[config.mk]
export PLATFORM = sky130hd
export DESIGN_NAME = adc_channel_request_sequencer
export DESIGN_NICKNAME = d
export VERILOG_FILES = /design/src/design/adcrs_pkg.sv /design/src/design/adcrs_regs.sv /design/src/design/adcrs_core.sv /design/src/design/adcrs_result_fifo.sv /design/src/design/adc_channel_request_sequencer.sv
export SDC_FILE = /design/constraint.sdc
export NUM_CORES = 1
export LEC_CHECK = 0
export ABC_AREA = 1
export BUFFER_PORTS_ARGS = -buffer_cell sky130_fd_sc_hd__buf_2
export CAP_MARGIN = 30
export CORE_MARGIN = 1
export CORE_UTILIZATION = 40
export CTS_CLUSTER_SIZE = 40
export DETAILED_ROUTE_END_ITERATION = 8
export GPL_TIMING_DRIVEN = 1
export PLACE_DENSITY = 0.65
export SYNTH_ARGS = -nofsm -noshare
export SYNTH_HDL_FRONTEND = slang
export SYNTH_SLANG_ARGS = --single-unit
[constraint.sdc]
create_clock -name i_clk -period 4.7 [get_ports i_clk]
set_clock_uncertainty 0.1 [all_clocks]
set_input_delay 0.47 -clock i_clk [delete_from_list [all_inputs] [get_ports i_clk]]
set_output_delay 0.47 -clock i_clk [all_outputs]
set_load 0.1 [all_outputs]
[src/design/adcrs_pkg.sv]
// ============================================================================
// adcrs_pkg
// Shared types and constants for the ADC channel request sequencer.
// ============================================================================
package adcrs_pkg;

    localparam int NUM_CHANNELS = 7;
    localparam int REF_CHANNEL  = 6;

    // Widths of the transfer fields.
    localparam int CH_W     = 3;
    localparam int SAMPLE_W = 16;
    localparam int RES_W    = 2;
    localparam int OVS_W    = 4;
    localparam int RATIO_W  = 3;

    // Configuration registers.
    localparam int RES_REG_W = RES_W * NUM_CHANNELS;
    localparam int OVS_REG_W = OVS_W * NUM_CHANNELS;
    localparam int NUM_REGS  = 2;
    localparam int PDATA_W   = 32;
    localparam int PADDR_W   = $clog2(4 * NUM_REGS);
    localparam int REG_IDX_W = PADDR_W - 2;

    localparam logic [REG_IDX_W-1:0] REG_RESOLUTION   = REG_IDX_W'(0);
    localparam logic [REG_IDX_W-1:0] REG_OVERSAMPLING = REG_IDX_W'(1);

    localparam logic [RES_REG_W-1:0] RES_RESET = '0;
    localparam logic [OVS_REG_W-1:0] OVS_RESET =
        OVS_REG_W'(OVS_REG_W'(8) << (OVS_W * REF_CHANNEL));

    // Largest oversampling code; larger codes saturate.
    localparam logic [OVS_W-1:0] OVS_MAX = OVS_W'(8);

    // Input operation codes.
    localparam logic OP_REQUEST  = 1'b0;
    localparam logic OP_COMPLETE = 1'b1;

    // Result kinds.
    localparam logic KIND_START = 1'b0;
    localparam logic KIND_DONE  = 1'b1;

    // Resolution codes.
    localparam logic [RES_W-1:0] RES_12B = 2'd0;
    localparam logic [RES_W-1:0] RES_10B = 2'd1;
    localparam logic [RES_W-1:0] RES_8B  = 2'd2;
    localparam logic [RES_W-1:0] RES_6B  = 2'd3;

    // Result queue.
    localparam int FIFO_DEPTH = 4;
    localparam int FIFO_PTR_W = $clog2(FIFO_DEPTH);
    localparam int FIFO_CNT_W = FIFO_PTR_W + 1;

    typedef struct packed {
        logic [RES_REG_W-1:0] res_codes;
        logic [OVS_REG_W-1:0] ovs_codes;
    } t_cfg;

    typedef struct packed {
        logic                kind;
        logic [CH_W-1:0]     channel_res;
        logic [RES_W-1:0]    resolution_code;
        logic                ovs_enable;
        logic [RATIO_W-1:0]  ovs_ratio;
        logic [OVS_W-1:0]    ovs_shift;
        logic [SAMPLE_W-1:0] value;
        logic [SAMPLE_W-1:0] ref_reading;
        logic                last;
    } t_result;

    // Up to two results pushed into the queue per item.
    typedef struct packed {
        logic [1:0] cnt;
        t_result    r0;
        t_result    r1;
    } t_push;

endpackage

[src/design/adcrs_regs.sv]
// ============================================================================
// adcrs_regs
// APB register file: per-channel resolution and oversampling codes.
// ============================================================================
module adcrs_regs import adcrs_pkg::*; (
    input  logic               i_clk,
    input  logic               i_rst_n,
    input  logic               psel,
    input  logic               penable,
    input  logic               pwrite,
    input  logic [PADDR_W-1:0] paddr,
    input  logic [PDATA_W-1:0] pwdata,
    output logic [PDATA_W-1:0] prdata,
    output logic               pready,
    output t_cfg               o_cfg
);

    logic [RES_REG_W-1:0] r_res;
    logic [OVS_REG_W-1:0] r_ovs;
    logic                 wr_en;
    logic [REG_IDX_W-1:0] idx;

    assign pready = 1'b1;
    assign wr_en  = psel && penable && pwrite && pready;
    assign idx    = paddr[PADDR_W-1:2];

    always_ff @(posedge i_clk) begin
        if (!i_rst_n) begin
            r_res <= RES_RESET;
            r_ovs <= OVS_RESET;
        end else if (wr_en) begin
            unique case (idx)
                REG_RESOLUTION:   r_res <= pwdata[RES_REG_W-1:0];
                REG_OVERSAMPLING: r_ovs <= pwdata[OVS_REG_W-1:0];
                default: ;
            endcase
        end
    end

    always_comb begin
        unique case (idx)
            REG_RESOLUTION:   prdata = PDATA_W'(r_res);
            REG_OVERSAMPLING: prdata = PDATA_W'(r_ovs);
            default:          prdata = '0;
        endcase
    end

    assign o_cfg.res_codes = r_res;
    assign o_cfg.ovs_codes = r_ovs;

endmodule

[src/design/adcrs_core.sv]
// ============================================================================
// adcrs_core
// Input stage register, sequencer state and one-pass result generation.
// ============================================================================
module adcrs_core import adcrs_pkg::*; (
    input  logic                i_clk,
    input  logic                i_rst_n,
    input  t_cfg                i_cfg,
    input  logic                i_in_valid,
    output logic                o_in_ready,
    input  logic                i_op,
    input  logic [CH_W-1:0]     i_channel,
    input  logic [SAMPLE_W-1:0] i_sample,
    input  logic                i_room,
    output t_push               o_push
);

    // Start command for a channel with its resolution and oversampling.
    function automatic t_result start_cmd(input logic [CH_W-1:0] ch, input t_cfg cfg);
        t_result          r;
        logic [OVS_W-1:0] k;
        k = cfg.ovs_codes[OVS_W*ch +: OVS_W];
        if (k > OVS_MAX) k = OVS_MAX;
        r                 = '0;
        r.kind            = KIND_START;
        r.channel_res     = ch;
        r.resolution_code = cfg.res_codes[RES_W*ch +: RES_W];
        r.ovs_enable      = (k != '0);
        r.ovs_ratio       = (k != '0) ? RATIO_W'(k - OVS_W'(1)) : '0;
        r.ovs_shift       = k;
        r.last            = 1'b1;
        return r;
    endfunction

    // Input stage
    logic                r_stg_valid;
    logic                r_stg_op;
    logic [CH_W-1:0]     r_stg_ch;
    logic [SAMPLE_W-1:0] r_stg_sample;

    // Sequencer state
    logic [NUM_CHANNELS-1:0] r_pending, n_pending;
    logic                    r_busy, n_busy;
    logic [CH_W-1:0]         r_active, n_active;
    logic                    r_meas, n_meas;
    logic [SAMPLE_W-1:0]     r_ref, n_ref;

    logic fire;

    assign fire       = r_stg_valid && i_room;
    assign o_in_ready = !r_stg_valid || i_room;

    always_ff @(posedge i_clk) begin
        if (!i_rst_n) begin
            r_stg_valid <= 1'b0;
        end else if (o_in_ready) begin
            r_stg_valid <= i_in_valid;
        end
    end

    always_ff @(posedge i_clk) begin
        if (o_in_ready && i_in_valid) begin
            r_stg_op     <= i_op;
            r_stg_ch     <= i_channel;
            r_stg_sample <= i_sample;
        end
    end

    always_ff @(posedge i_clk) begin
        if (!i_rst_n) begin
            r_pending <= '0;
            r_busy    <= 1'b0;
            r_active  <= '0;
            r_meas    <= 1'b0;
            r_ref     <= '0;
        end else begin
            r_pending <= n_pending;
            r_busy    <= n_busy;
            r_active  <= n_active;
            r_meas    <= n_meas;
            r_ref     <= n_ref;
        end
    end

    always_comb begin
        logic [CH_W:0]   sum;
        logic [CH_W-1:0] next_ch;
        logic            found;
        t_result         done;

        n_pending = r_pending;
        n_busy    = r_busy;
        n_active  = r_active;
        n_meas    = r_meas;
        n_ref     = r_ref;
        o_push    = '0;
        found     = 1'b0;
        next_ch   = '0;
        done      = '0;

        // Round-robin pick: first pending channel after the active one,
        // the active channel itself checked last.
        for (int i = NUM_CHANNELS; i >= 1; i--) begin
            sum = (CH_W+1)'(r_active) + (CH_W+1)'(i);
            if (sum >= (CH_W+1)'(NUM_CHANNELS)) sum = sum - (CH_W+1)'(NUM_CHANNELS);
            if (r_pending[sum[CH_W-1:0]]) begin
                found   = 1'b1;
                next_ch = sum[CH_W-1:0];
            end
        end

        // Left-aligned sample, truncated to 16 bits.
        done.kind        = KIND_DONE;
        done.channel_res = r_active;
        done.ref_reading = r_ref;
        done.last        = !found;
        case (i_cfg.res_codes[RES_W*r_active +: RES_W])
            RES_12B: done.value = r_stg_sample << 4;
            RES_10B: done.value = r_stg_sample << 6;
            RES_8B:  done.value = r_stg_sample << 8;
            default: done.value = r_stg_sample << 10;
        endcase

        if (fire) begin
            if (r_stg_op == OP_REQUEST) begin
                if (int'(r_stg_ch) < NUM_CHANNELS) begin
                    if (r_busy) begin
                        n_pending[r_stg_ch] = 1'b1;
                    end else begin
                        n_busy              = 1'b1;
                        n_active            = r_stg_ch;
                        n_pending[r_stg_ch] = 1'b0;
                        n_meas              = 1'b0;
                        o_push.cnt          = 2'd1;
                        o_push.r0           = start_cmd(CH_W'(REF_CHANNEL), i_cfg);
                    end
                end
            end else if (r_busy) begin
                if (!r_meas) begin
                    n_ref      = r_stg_sample;
                    n_meas     = 1'b1;
                    o_push.cnt = 2'd1;
                    o_push.r0  = start_cmd(r_active, i_cfg);
                end else begin
                    n_busy     = 1'b0;
                    o_push.cnt = 2'd1;
                    o_push.r0  = done;
                    if (found) begin
                        n_busy             = 1'b1;
                        n_active           = next_ch;
                        n_pending[next_ch] = 1'b0;
                        n_meas             = 1'b0;
                        o_push.cnt         = 2'd2;
                        o_push.r1          = start_cmd(CH_W'(REF_CHANNEL), i_cfg);
                    end
                end
            end
        end
    end

endmodule

[src/design/adcrs_result_fifo.sv]
// ============================================================================
// adcrs_result_fifo
// Small result queue: up to two pushes per cycle, one pop per cycle.
// ============================================================================
module adcrs_result_fifo import adcrs_pkg::*; (
    input  logic    i_clk,
    input  logic    i_rst_n,
    input  t_push   i_push,
    output logic    o_room,
    output logic    o_valid,
    input  logic    i_ready,
    output t_result o_data
);

    t_result               r_mem [FIFO_DEPTH];
    logic [FIFO_PTR_W-1:0] r_wr, r_rd;
    logic [FIFO_CNT_W-1:0] r_cnt;
    logic                  pop;

    assign o_valid = (r_cnt != '0);
    assign o_data  = r_mem[r_rd];
    assign pop     = o_valid && i_ready;
    // Room for a two-result item, ignoring a pop in the same cycle.
    assign o_room  = (r_cnt <= FIFO_CNT_W'(FIFO_DEPTH - 2));

    always_ff @(posedge i_clk) begin
        if (i_push.cnt != 2'd0) r_mem[r_wr] <= i_push.r0;
        if (i_push.cnt == 2'd2) r_mem[r_wr + FIFO_PTR_W'(1)] <= i_push.r1;
    end

    always_ff @(posedge i_clk) begin
        if (!i_rst_n) begin
            r_wr  <= '0;
            r_rd  <= '0;
            r_cnt <= '0;
        end else begin
            r_wr  <= r_wr + FIFO_PTR_W'(i_push.cnt);
            r_rd  <= r_rd + FIFO_PTR_W'(pop);
            r_cnt <= r_cnt + FIFO_CNT_W'(i_push.cnt) - FIFO_CNT_W'(pop);
        end
    end

endmodule

[src/design/adc_channel_request_sequencer.sv]
// ============================================================================
// adc_channel_request_sequencer
// Round-robin ADC conversion sequencer over the converter channels.
// ============================================================================
//
//  Channel   Direction  Handshake                   Payload
//  --------  ---------  --------------------------  ------------------------------
//  in        sink       i_in_valid / o_in_ready     i_op, i_channel, i_sample
//  out       source     o_out_valid / i_out_ready   o_kind ... o_last
//  apb       slave      psel, penable, pready       paddr, pwdata, prdata
//
//  Path: an accepted transfer is registered in the input stage, is
//  processed there in one pass, and its one or two results are written
//  into the result queue; the oldest result there is driven on the outputs.
//  Rate: one item per cycle, set by the single-pass input stage; the stage
//  stalls only while the four-entry result queue holds more than two results.
//  Reset: synchronous, active low; pending mask, busy flag, phase and queue
//  clear, and the registers return to their reset codes.
//  Stalls: a stalled output keeps its result; new items are still taken
//  while the queue has room for a full two-result item.
//
//  Flow per request: reference-channel start command, then on its
//  completion a start command for the channel, then on that completion a
//  done event with the left-aligned sample, followed by a reference start
//  for the next pending channel in round-robin order.
// ============================================================================
module adc_channel_request_sequencer import adcrs_pkg::*; (
    input  logic                i_clk,
    input  logic                i_rst_n,

    // request / completion transfers
    input  logic                i_in_valid,
    output logic                o_in_ready,
    input  logic                i_op,
    input  logic [CH_W-1:0]     i_channel,
    input  logic [SAMPLE_W-1:0] i_sample,

    // command / event transfers
    output logic                o_out_valid,
    input  logic                i_out_ready,
    output logic                o_kind,
    output logic [CH_W-1:0]     o_channel_res,
    output logic [RES_W-1:0]    o_resolution_code,
    output logic                o_ovs_enable,
    output logic [RATIO_W-1:0]  o_ovs_ratio,
    output logic [OVS_W-1:0]    o_ovs_shift,
    output logic [SAMPLE_W-1:0] o_value,
    output logic [SAMPLE_W-1:0] o_ref_reading,
    output logic                o_last,

    // configuration
    input  logic                psel,
    input  logic                penable,
    input  logic                pwrite,
    input  logic [PADDR_W-1:0]  paddr,
    input  logic [PDATA_W-1:0]  pwdata,
    output logic [PDATA_W-1:0]  prdata,
    output logic                pready
);

    t_cfg    cfg;
    t_push   push;
    logic    room;
    t_result res;

    // Resolution and oversampling code registers
    adcrs_regs u_regs (
        .i_clk   (i_clk),
        .i_rst_n (i_rst_n),
        .psel    (psel),
        .penable (penable),
        .pwrite  (pwrite),
        .paddr   (paddr),
        .pwdata  (pwdata),
        .prdata  (prdata),
        .pready  (pready),
        .o_cfg   (cfg)
    );

    // Input stage and sequencer state
    adcrs_core u_core (
        .i_clk      (i_clk),
        .i_rst_n    (i_rst_n),
        .i_cfg      (cfg),
        .i_in_valid (i_in_valid),
        .o_in_ready (o_in_ready),
        .i_op       (i_op),
        .i_channel  (i_channel),
        .i_sample   (i_sample),
        .i_room     (room),
        .o_push     (push)
    );

    // Result queue, decouples output stalls from the input side
    adcrs_result_fifo u_fifo (
        .i_clk   (i_clk),
        .i_rst_n (i_rst_n),
        .i_push  (push),
        .o_room  (room),
        .o_valid (o_out_valid),
        .i_ready (i_out_ready),
        .o_data  (res)
    );

    assign o_kind            = res.kind;
    assign o_channel_res     = res.channel_res;
    assign o_resolution_code = res.resolution_code;
    assign o_ovs_enable      = res.ovs_enable;
    assign o_ovs_ratio       = res.ovs_ratio;
    assign o_ovs_shift       = res.ovs_shift;
    assign o_value           = res.value;
    assign o_ref_reading     = res.ref_reading;
    assign o_last            = res.last;

endmodule

Word level (Yosys, flattened, before mapping):

Memory sizes are Yosys's and may differ from the RTL's. A register that Yosys moved wholly into a read port is not among the register bits.
Cells that the tools add are included.

* input bits: 62
* memory bits (writable): 188
* memories: 1
* output and inout port bits: 82
* logic and storage cells: 196
* register bits after elaboration: 98

* add/sub/neg operators: 22
* shift-type cells: 2
* muxes and demuxes: 97
* $lt $le $gt $ge: 22
* reductions and logical operators: 24
* bitwise logic cells: 7
* equal/unequal tests: 7

Memory list
* u_fifo.r_mem: depth 4, width 47, read ports 1, clocked after memory_dff 1, wr ports 2, RTL line adcrs_result_fifo.sv:15 `t_result r_mem [FIFO_DEPTH];`

Operators by type and width (count)
* $mux W96: 2
* $mux W49: 3
* $mux W47: 2
* $mux W3: 23
* $pmux W32 S2: 1
* $mux W4: 15
* $mux W48: 1
* $pmux W16 S3: 1
* $mux W46: 1
* $mux W7: 6
* $lt A3 B4 Y1 const B: 9
* $mux W1: 31
* $ge A4 B3 Y1 const B: 7
* $shiftx A28 B6 Y4: 1
* $bmux W1 S3: 7
* $sub A3 B3 Y3 const B: 7
* $add A3 B3 Y4 const B: 4
* $and A7 B7 Y7: 2
* $not A7 Y7: 2
* $shiftx A14 B5 Y2: 1
* $reduce_bool A4 Y1: 3
* $sub A3 B1 Y3 const B: 3
* $add A3 B2 Y4 const B: 2
* $gt A4 B4 Y1 const B: 2
* 27 further kinds: 45

Depth between registers and ports, before layout:

* depth after elaboration: 27
* gate-level depth with buffers: 29
* depth with buffers taken out: 26

Hierarchy:

A second synthesis with hierarchy kept.

* cell total of the unflattened synthesis: 2093
* area total of the unflattened synthesis: 16414.5 µm²

Modules (own cells, without submodules)
* adcrs_result_fifo: times used 1, area each 9374.0 µm², cells an instance 983, seq. area each 5785.5 µm²
* adcrs_core: times used 1, area each 4926.0 µm², cells an instance 769, seq. area each 1181.1 µm²
* adcrs_regs: times used 1, area each 2114.5 µm², cells an instance 341, seq. area each 840.8 µm²

Least setup slack after synthesis:

No wires, ideal clock.

* path type: register to register
* from: reg u_core.r_active[1]
* to: reg u_fifo.r_cnt[2]
* clock period less this slack: 3.872 ns
* data arrival time: 3.644 ns
* path slack: 0.828 ns
* data required time: 4.472 ns
* cell stages (with the launch flop): 26
* buffers on the path: 1
* library setup time: 0.128 ns
* cells stage by stage: dfxtp_1 > inv_1 > clkbuf_1 > ha_1 > inv_1 > fa_1 > o21ai_0 > inv_1 > o211ai_1 > o21ai_1 > nand2_1 > nand2_1 > nor2_1 > nand3_1 > nor2_2 > nand2_2 > nand2_1 > nand2_1 > nand2_1 > nand2_1 > nor2_1 > inv_1 > fa_1 > xor2_1 > inv_1 > nor2_1

* longest elaborated chain between the ends: 19
* elaborated cells between the ends (all ways): 56
* those cells by class: add/sub (16); order compare (7); mux (33)

Ends and longest elaborated chain
* start, declared: RTL line adcrs_core.sv:44 `logic [CH_W-1:0] r_active, n_active;`
* start signal, assigned: RTL line adcrs_core.sv:79 `r_active <= n_active;`
* $add A3 B3 Y4: RTL line adcrs_core.sv:104 `sum = (CH_W+1)'(r_active) + (CH_W+1)'(i);`
* $ge A4 B3 Y1 / $sub A3 B3 Y3 (equally long branches): RTL line adcrs_core.sv:105 `if (sum >= (CH_W+1)'(NUM_CHANNELS)) sum = sum - (CH_W+1)'(NUM_CHANNELS);`
* $mux W3: RTL line adcrs_core.sv:105
* $bmux W1 S3: RTL line adcrs_core.sv:106 `if (r_pending[sum[CH_W-1:0]]) begin`
* $mux W1 (not written as such): RTL line adcrs_core.sv:106
* $mux W1 (6 in a row): RTL line adcrs_core.sv:106
* $mux W1 (*): RTL line adcrs_core.sv:106
* $mux W2 (*): RTL line adcrs_core.sv:148 `if (found) begin`
* $mux W49 (*): RTL line adcrs_core.sv:139 `if (!r_meas) begin`
* $mux W96 (*): RTL line adcrs_core.sv:138 `end else if (r_busy) begin`
* $mux W49 (*): RTL line adcrs_core.sv:125 `if (r_stg_op == OP_REQUEST) begin`
* $mux W96 (*): RTL line adcrs_core.sv:124 `if (fire) begin`
* $add A3 B2 Y3 (*): RTL line adcrs_result_fifo.sv:39 `r_cnt <= r_cnt + FIFO_CNT_W'(i_push.cnt) - FIFO_CNT_W'(pop);`
* $sub A3 B1 Y3 (*): RTL line adcrs_result_fifo.sv:39
* end signal, assigned: RTL line adcrs_result_fifo.sv:39
* end, declared: RTL line adcrs_result_fifo.sv:17 `logic [FIFO_CNT_W-1:0] r_cnt;`

Every way passes the cells marked *; elsewhere a longest branch is shown, timed or not. The select of a mux whose other input is x is not followed.
A chain may end at the register's enable or synchronous reset.

Worst setup path after layout:

Same ends and word-level chain as after synthesis.

==> results_dict.tcl <==
set metrics [dict create \
    first_global_vias 12390 \
    p_seq_share_pct 31.2 \
    path_max_fanout 8 \
    grt_usage_pct 22.79 \
    synth_edf_count 72 \
    design.die.area_um2 35600 \
    grt_max_degree 88 \
    post_drt_wl_per_cell_um 16.58 \
    worstSetupPathType "flop to flop" \
    tightest_slew_ns 0.9435 \
    p_int_mw 4.741 \
    tns_ns 0 \
    setup_viol 0 \
    syn_inst 1906 \
    clk_latency_ns 0.57 \
    clkPwrFrac_pct 27.9 \
    io_pins 144 \
    syn_area_per_cell_um2 7.313 \
    status "complete, no violations" \
    place_hpwl_um 27200 \
    required_ns 5.04 \
    nets 2086 \
    core_um2 33870 \
    die-height_um 188.7 \
    wirelength_um 41110 \
    drc 0 \
    hold_viol 0 \
    synth.area.top_cells "dfxtp_1 (28%), edfxtp_1 (16%), nand2_1 (9.0%)" \
    die_w_um 188.7 \
    start_util_pct 41.16 \
    crit_end "u_fifo.r_cnt[2]" \
    grt_pass1_wl_um 65980 \
    cts_tree "yes" \
    fmax_mhz 245.1 \
    reg2reg_from "u_core.r_active[1]" \
    place_congestion 0.8785 \
    regToRegEndpoint "u_fifo.r_cnt[2]" \
    areaGrowthSynthToFinish_pct 15.73 \
    drt-vias-per-instance 5.330 \
    postCtsSetupBuffers 0 \
    grt_overflow_total 0 \
    slew_viol_final 0 \
    hold_buffers 20 \
    cts_resized 0 \
    final_cell_mix "nand2_1 (335), inv_1 (261), nor2_1 (252)" \
    cts_max_path_buffers 3 \
    vias 13210 \
    clk_pin_slew_ns 0.06 \
    worstSetupStartpointType "flop" \
    comb_power_share_pct 40.9 \
    diodes 0 \
    min_path_type "input pin to flop" \
    leakage_nw 7.630 \
    relSlewSlack_pct 37.03 \
    synth_top_cell_area_share_pct 28.44 \
    switching_share_pct 45.31 \
    drt-pass1-iter-count 5 \
    cts_sinks 270 \
    worst_r2r_path_depth 24 \
    ys_seq_area_share_pct 43.95 \
    vdd_drop_max_mv 0.4709 \
    period_needed_ns 4.080 \
    critPathCaptureType "flop" \
    numPortBuffers 128 \
    startpoint "u_core.r_active[1]" \
    worst-endpoint-arrival_ns 4.42 \
    synth_warnings 0 \
    drive_gt1_share_pct 13.15 \
    period_share_pct 86.81 \
    antenna_found_initial 0 \
    total_power_mw 8.668 \
    rrSetupSlack_ns 0.62 \
    yosys_register_bits 270 \
    switching_power_mw 3.927 \
    netlist_area_um2 13940 \
    cts_buffers 30 \
    synth_top_area_cell "dfxtp_1" \
    dr.first_iter.drc_count 1115 \
    mostFrequentLayoutCell "nand2_1" \
    synthFlopType "dfxtp_1" \
    grt_setup_unrepaired "no" \
    ant_nets 0 \
    cts-root-buf "clkbuf_16" \
    ys_types 51 \
    placementRows 67 \
    max_cap_viol_count 0 \
    p_per_area_nw_per_um2 537.4 \
    cts.htree.levels 1 \
    synthArstFlopShare_pct 0 \
]
## synth_stat cells, drive strengths merged, types with 2 or more instances
cell       n
nand2    355
inv      273
o21ai    259
nor2     257
dfxtp    198
o211ai    92
a21oi     90
clkbuf    79
edfxtp    72
o22ai     63
nand3     47
buf       37
a22oi     15
ha        15
nor3      10
o221ai     7
nand4      5
xor2       4
a21boi     3
clkinv     3
o2111ai    3
o32ai      3
xnor2      3
conb       2
fa         2
## power by group through the flow
| stage | logic (mW) | clock network [mW] | registers [mW] |
|---|---|---|---|
| after CTS | 3.54 | 2.46 | 2.70 |
| after global routing | 3.78 | 2.57 | 2.72 |
| after floorplan | 2.85 | 0 | 2.72 |
| after global placement | 3.48 | 0 | 2.74 |
| after detailed placement | 3.52 | 0 | 2.74 |
| final | 3.55 | 2.42 | 2.70 |
## cell families (layout without fill, tap and decap cells)
kind of cell | after synthesis | count (layout) | share of synthesized area (%)
xor+xnor | 7 | 7 | 0.4938
other cells | 2 | 9 | 0.05388
simple gates | 677 | 677 | 19.72
flops | 270 | 270 | 43.95
buf+inv | 392 | 510 | 11.32
fa+ha+maj | 17 | 17 | 1.634
compound gates | 541 | 541 | 22.83
## through the flow
stage	hold slack (ns)	worst slack (ns)	instances	cell area, um2	util, %
floorplan	0.3202	0.8283	1913	13960	-
global placement	0.3320	0.7667	2401	14860	43.89
detailed placement	0.3376	0.6625	2402	14880	43.93
CTS	0.01450	0.6642	2478	16120	47.58
global route	0.03725	0.3006	2479	16130	47.63
finish	0.02558	0.6197	2479	16130	47.63
## routing by layer
layer	routed length (um)	vias to the layer above	global-route usage, %
li1	-	6483	-
met1	18260	6148	31.62
met2	18630	499	35.99
met3	3083	82	3.371
met4	1139	0	7.909
met5	0	-	0
## registers in the layout, indices dropped and copies added (netlist names), named ones only
signal and flops:
u_core.r_meas 1, u_regs.r_ovs 28, u_core.r_stg_op 1, u_regs.r_res 14, u_core.r_active 3, u_fifo.r_rd 2, u_core.r_stg_ch 3, u_core.r_ref 16
u_fifo.r_cnt 3, u_core.r_busy 1, u_core.r_stg_valid 1, u_fifo.r_wr 2, u_core.r_stg_sample 16, u_fifo.r_mem 172
## layout make-up
| cell class | count | area [um2] |
|---|---|---|
| clock buffers | 46 | 905.9 |
| clock inverters | 10 | 131.4 |
| fillers | 3411 | 17740 |
| inverters | 276 | 1041 |
| multi-input cells | 1251 | 6271 |
| flip-flops and latches | 270 | 6127 |
| well taps | 448 | 560.5 |
| repair buffers | 178 | 1094 |
## worst max-delay path: stages (launching register included)
cell and delay, ns:
dfxtp_1 0.31, inv_1 0.24, ha_1 0.24, inv_1 0.06, fa_1 0.45, o21ai_0 0.31, inv_1 0.12, o211ai_1 0.10
o21ai_1 0.09, nand2_1 0.08, nand2_1 0.13, nor2_1 0.12, nand3_1 0.09, nor2_2 0.09, nand2_2 0.11, nand2_1 0.08
nand2_1 0.12, nand2_1 0.10, nand2_1 0.16, nor2_1 0.14, inv_1 0.07, fa_1 0.38, xor2_1 0.17, inv_1 0.06
nor2_1 0.03
## worst min path at each step
stage	startpoint	endpoint	slack (ns)	depth (start not counted)
after global placement	u_fifo.r_mem[1][3]	u_fifo.r_mem[1][3]	0.33	2
after CTS	pwdata[27]	u_regs.r_ovs[27]	0.01	3
after global routing	pwdata[23]	u_regs.r_ovs[23]	0.04	3
after detailed placement	u_fifo.r_mem[1][1]	u_fifo.r_mem[1][1]	0.34	2
final	pwdata[27]	u_regs.r_ovs[27]	0.03	3
after floorplan	u_fifo.r_mem[1][3]	u_fifo.r_mem[1][3]	0.32	2
(Power assumes the default switching activity.)
